[src/hdl/mi3_pkg.sv]
// Shared types and constants for the 3x3 matrix inverse block.
// Holds the minor and cofactor index tables and the record that passes from
// the determinant front end to the divider back end. No dependencies.
package mi3_pkg;

    localparam int ElemW       = 32;
    localparam int NElems      = 9;
    localparam int NLanes      = 9;
    localparam int ProdW       = 64;
    localparam int DetW        = 98;
    localparam int MagW        = 97;
    localparam int QuoW        = 33;
    localparam int RemW        = MagW + QuoW + 1;
    localparam int QDepth      = 4;
    localparam int QAddrW      = 2;
    localparam int DefFracBits = 16;

    typedef logic [3:0] t_idx;

    // Minor k is elem[MIN_A]*elem[MIN_B] - elem[MIN_C]*elem[MIN_D].
    localparam t_idx MIN_A [NLanes] = '{4, 3, 3, 1, 0, 0, 1, 0, 0};
    localparam t_idx MIN_B [NLanes] = '{8, 8, 7, 8, 8, 7, 5, 5, 4};
    localparam t_idx MIN_C [NLanes] = '{5, 5, 4, 2, 2, 1, 2, 2, 1};
    localparam t_idx MIN_D [NLanes] = '{7, 6, 6, 7, 6, 6, 4, 3, 3};

    // Inverse element i uses the minor of the transposed position.
    localparam t_idx COF_IDX [NLanes] = '{0, 3, 6, 1, 4, 7, 2, 5, 8};
    localparam logic [NLanes-1:0] COF_NEG = 9'b010101010;

    localparam logic [ElemW-1:0] SAT_POS = 32'h7FFF_FFFF;
    localparam logic [ElemW-1:0] SAT_NEG = 32'h8000_0000;

    typedef struct packed {
        logic [ProdW-1:0] mag;
        logic             neg;
    } t_cof;

    typedef struct packed {
        t_cof [NLanes-1:0] cof;
        logic [MagW-1:0]   dmag;
        logic              dneg;
        logic              zero;
    } t_job;

    typedef struct packed {
        logic              full;
        logic [QAddrW:0]   count;
    } t_qstat;

endpackage

[src/hdl/mi3_queue.sv]
// Short queue between the determinant front end and the divider back end.
// Four entries of mi3_pkg::t_job with a fill count. Uses mi3_pkg.
module mi3_queue (
    input  logic           i_clk,
    input  logic           i_rst_n,
    input  logic           i_valid,
    output logic           o_ready,
    input  mi3_pkg::t_job  i_data,
    output logic           o_valid,
    input  logic           i_ready,
    output mi3_pkg::t_job  o_data,
    output mi3_pkg::t_qstat o_stat
);
    import mi3_pkg::*;

    t_job              r_mem [QDepth];
    logic [QAddrW-1:0] r_wp;
    logic [QAddrW-1:0] r_rp;
    logic [QAddrW:0]   r_cnt;
    logic              w_push;
    logic              w_pop;

    assign o_ready      = (r_cnt != QDepth[QAddrW:0]);
    assign o_valid      = (r_cnt != '0);
    assign w_push       = i_valid && o_ready;
    assign w_pop        = i_ready && o_valid;
    assign o_data       = r_mem[r_rp];
    assign o_stat.full  = !o_ready;
    assign o_stat.count = r_cnt;

    always_ff @(posedge i_clk) begin
        if (w_push) begin
            r_mem[r_wp] <= i_data;
        end
    end

    always_ff @(posedge i_clk) begin
        if (!i_rst_n) begin
            r_wp  <= '0;
            r_rp  <= '0;
            r_cnt <= '0;
        end else begin
            if (w_push) r_wp <= r_wp + 1'b1;
            if (w_pop)  r_rp <= r_rp + 1'b1;
            r_cnt <= r_cnt + (QAddrW+1)'(w_push) - (QAddrW+1)'(w_pop);
        end
    end

endmodule

[config.mk]
export PLATFORM = sky130hd
export DESIGN_NAME = mi3_queue
export DESIGN_NICKNAME = d
export VERILOG_FILES = /design/src/hdl/mi3_pkg.sv /design/src/hdl/mi3_queue.sv
export SDC_FILE = /design/constraint.sdc
export NUM_CORES = 2
export LEC_CHECK = 0
export BUFFER_PORTS_ARGS = -buffer_cell sky130_fd_sc_hd__buf_4
export CAP_MARGIN = 10
export CORE_AREA = 2 2 534 536
export CTS_BUF_LIST = sky130_fd_sc_hd__clkbuf_2 sky130_fd_sc_hd__clkbuf_4 sky130_fd_sc_hd__clkbuf_8
export DETAILED_ROUTE_END_ITERATION = 10
export DIE_AREA = 0 0 536 538
export GPL_TIMING_DRIVEN = 0
export MAX_ROUTING_LAYER = met4
export PLACE_DENSITY = 0.51
export SYNTH_ARGS = -nofsm -noshare
export SYNTH_HDL_FRONTEND = slang
export SYNTH_SLANG_ARGS = --single-unit
[constraint.sdc]
create_clock -name i_clk -period 27.6 [get_ports i_clk]
set_clock_uncertainty 0.2 [all_clocks]
set_input_delay 2.76 -clock i_clk [delete_from_list [all_inputs] [get_ports i_clk]]
set_output_delay 2.76 -clock i_clk [all_outputs]
set_load 0.005 [all_outputs]
==> results.md <==
- Sw Ratio: between 20% and 30%
- Initial Util: a little over a third
- CP endpoint kind: output pin
- Grt total ovfl: 0
- First-pass GRT wire length: between 300000 and 400000 µm
- Mapped Cells: about 3600
- ANT nets after route: 0
- Cell with the most instances after synthesis: edfxtp_1
- Max Slew Vio Count: 0
- Yosys warnings: 0
- Syn Nets: 4317
- Worst Setup Path Type: register to output pin
- Final Hold Viols: 0
- # rows: just under 200
- Clock Latency Late Sink: between 1 and 1.5 ns
- RSZ-0062 raised after global routing: false
- DR WL/cell: ~30 µm
- DPL Wire Length: between 200000 and 250000 µm
- Setup Buffers After CTS: 0
- Core area: approximately 280000 µm²
- Yosys top cell by area: edfxtp_1
- Hold EP: r_wp[1]$_SDFFE_PN0P_
- Clock Pin Slew Worst Setup and Hold Paths: 0.06 ns
- Synth top area share: just over 80%
- Synth area leaders: edfxtp_1, mux4_2, buf_12
- Die W: approximately 540 µm
- CP Max Fanout: 10
- Clock buffer count from CTS: between 400 and 500
- Routed wire length: around 290000 µm
- Setup Viol. Count Final: 0
- CP Launch Type: register
- Fin crit period: about 6.9 ns
- HP Class: register to register
- Hold-fix buffers, CTS: 0
- H-tree levels: 5
- DRT Pass-1 Iters: 5
- Clock sinks: 2745
- Full die area: between 200000 and 300000 µm²
- Synth top cells by count: edfxtp_1, mux4_2, buf_2
- Share of post-route cells with drive strength above 1: about half
- Finished Core Util: roughly 44%
- Sequential area share after synthesis: approximately 80%
- Gpl congestion: 0.7954
- Worst Reg2Reg Path Length in Cells: 12
- Worst setup margin: just over 20 ns
- PortBufs: 1376
- Initial antenna violation count: approximately 120
- Peak VDD IR: ~45 µV
- Status: finished clean
- Setup tns final: 0 ns
- Slew headroom: 30.54%
- Worst reg-to-reg setup slack: 23.37 ns
- Total Routing Usage GR: 19.95%
- # fillers: roughly 24000
- Vias in the first global route: between 40000 and 50000
- Internal: between 8 and 9 mW
- Post-synth EDFFs: about 2700
- Area Growth Syn to Fin: 26.10%
- Lkg Pwr: 42.01 nW
- CTS resizes: 0
- Vias: 47140
- I/O pin count: ~1400
- Root Buffer: clkbuf_8
- Number of cells on the worst hold path: 2
- PD cells: a little over 90 nW/µm²
- Hold Crit Start: r_wp[1]$_SDFFE_PN0P_
- WP data arrival: slightly below 4 ns
- Fmax: between 0.1 and 0.15 GHz
- Worst slew pin tran: 1.042 ns
- Die extent in y: between 500 and 600 µm
- Distinct cells, synth: 22
- Post-synth top flop: edfxtp_1
- Reg2Reg Capture Point: r_mem[1][135]$_DFFE_PP_
- CTS tree: built
- Max_cap viols: 0
- Asr flop ratio synth: 0%
- DRC Markers: 0
- Clk buf depth: 4
- Switching power summed over all nets: around 3.3 mW
- Flops & latches, synth: between 2000 and 3000
- Syn avg cell area: 27.57 µm²
- WP data required: 24.64 ns
- Combinational share of power: 25.9%
- RR Startpoint: r_cnt[1]$_SDFF_PN0_
- Final period utilization: between 20 and 30%
- # nets final: 6218
- Iter 0 DRT Violations: approximately 3300
- Setup slack at placement: ~21 ns
- Clock Power Share: 30.4%
- Vias per cell: around 4.8
- Flop pwr share: between 40% and 50%
- Maximum number of pins on one net before global-route repair: 54
- Synthesized area: approximately 100000 µm²
==> registers in the layout, indices dropped and copies added (netlist names), named ones only <==
| name | flops |
|---|---|
| r_mem | 2736 |
| r_wp | 2 |
| r_rp | 2 |
| r_cnt | 3 |
==> power groups by stage <==
stage	logic (mW)	registers [mW]	clock network, mW
floorplan	1.44	5.53	0
global placement	3.02	5.91	0
detailed placement	3.11	5.21	0
CTS	3.12	5.12	3.68
global route	3.22	5.15	3.85
finish	3.03	5.12	3.56
==> through the flow <==
stage	power, mW	cells	cell area [µm²]	hold slack (ns)
6_report	11.71	9733	125900	0.3088
4_1_cts	11.92	9657	125700	0.3155
3_5_place_dp	8.323	8826	116700	0.3028
3_3_place_gp	8.928	8760	114900	0.2826
5_1_grt	12.22	9729	125900	0.3473
2_1_floorplan	6.969	3622	99860	0.2677
==> placed cells by master (no fill, tap or decap), types with 8 or more instances in the layout <==
| master | n |
|---|---|
| buf_12 | 70 |
| buf_16 | 61 |
| buf_2 | 68 |
| buf_4 | 1378 |
| buf_8 | 8 |
| bufinv_16 | 11 |
| clkbuf_1 | 9 |
| clkbuf_4 | 169 |
| clkbuf_8 | 463 |
| clkinv_1 | 134 |
| clkinv_2 | 21 |
| dfxtp_1 | 9 |
| diode_2 | 76 |
| edfxtp_1 | 2736 |
| inv_12 | 8 |
| mux4_2 | 684 |
==> area by class of cell <==
type / count / area [µm²] / area share (%)
Inverter: 6 / 22.52 / 0.01788
Buffer: 154 / 1831 / 1.454
Antenna cell: 76 / 190.2 / 0.1510
Clock inverter: 199 / 1411 / 1.121
Multi-Input combinational cell: 717 / 15680 / 12.45
Timing Repair Buffer: 1442 / 12100 / 9.612
Clock buffer: 632 / 7641 / 6.068
Sequential cell: 2745 / 82340 / 65.39
Tap cell: 3762 / 4707 / 3.738
==> metal layers <==
metal	vias up	GRT usage, %	routed length [µm]
met4	0	6.834	7939
met1	24970	21.69	104300
met2	1719	32.04	144100
li1	19920	-	-
met3	520	9.371	31790
met5	-	-	0
==> critical path, cell delays in order (launching register included) <==
cell and delay [ns]:
dfxtp_1 0.30, buf_2 0.58, clkbuf_1 0.84, buf_2 0.47, mux4_2 0.50, buf_4 0.20
==> how the worst max path moves through the flow <==
stage	startpoint	end	slack, ns	cells after the start
after floorplan	i_valid	r_mem[0][0]$_DFFE_PP_	7.70	3
after global placement	i_valid	r_mem[0][162]$_DFFE_PP_	-8.09	4
after detailed placement	i_valid	r_mem[1][160]$_DFFE_PP_	21.38	10
after CTS	register	o_data[100]	20.39	5
after global routing	register	o_data[100]	20.40	5
final	register	o_data[100]	20.66	5
==> kinds of logic (layout without fill, tap and decap cells) <==
family,after synthesis,count (layout),share of synthesized area (%)
other cells,0,76,0
flops,2745,2745,82.45
fa+ha+maj,7,7,0.09522
simple gates,18,18,0.09772
xor+xnor,4,4,0.03508
compound gates,2,2,0.01754
mux,686,686,15.45
buf+inv,160,2433,1.856
(Power assumes the default switching activity.)
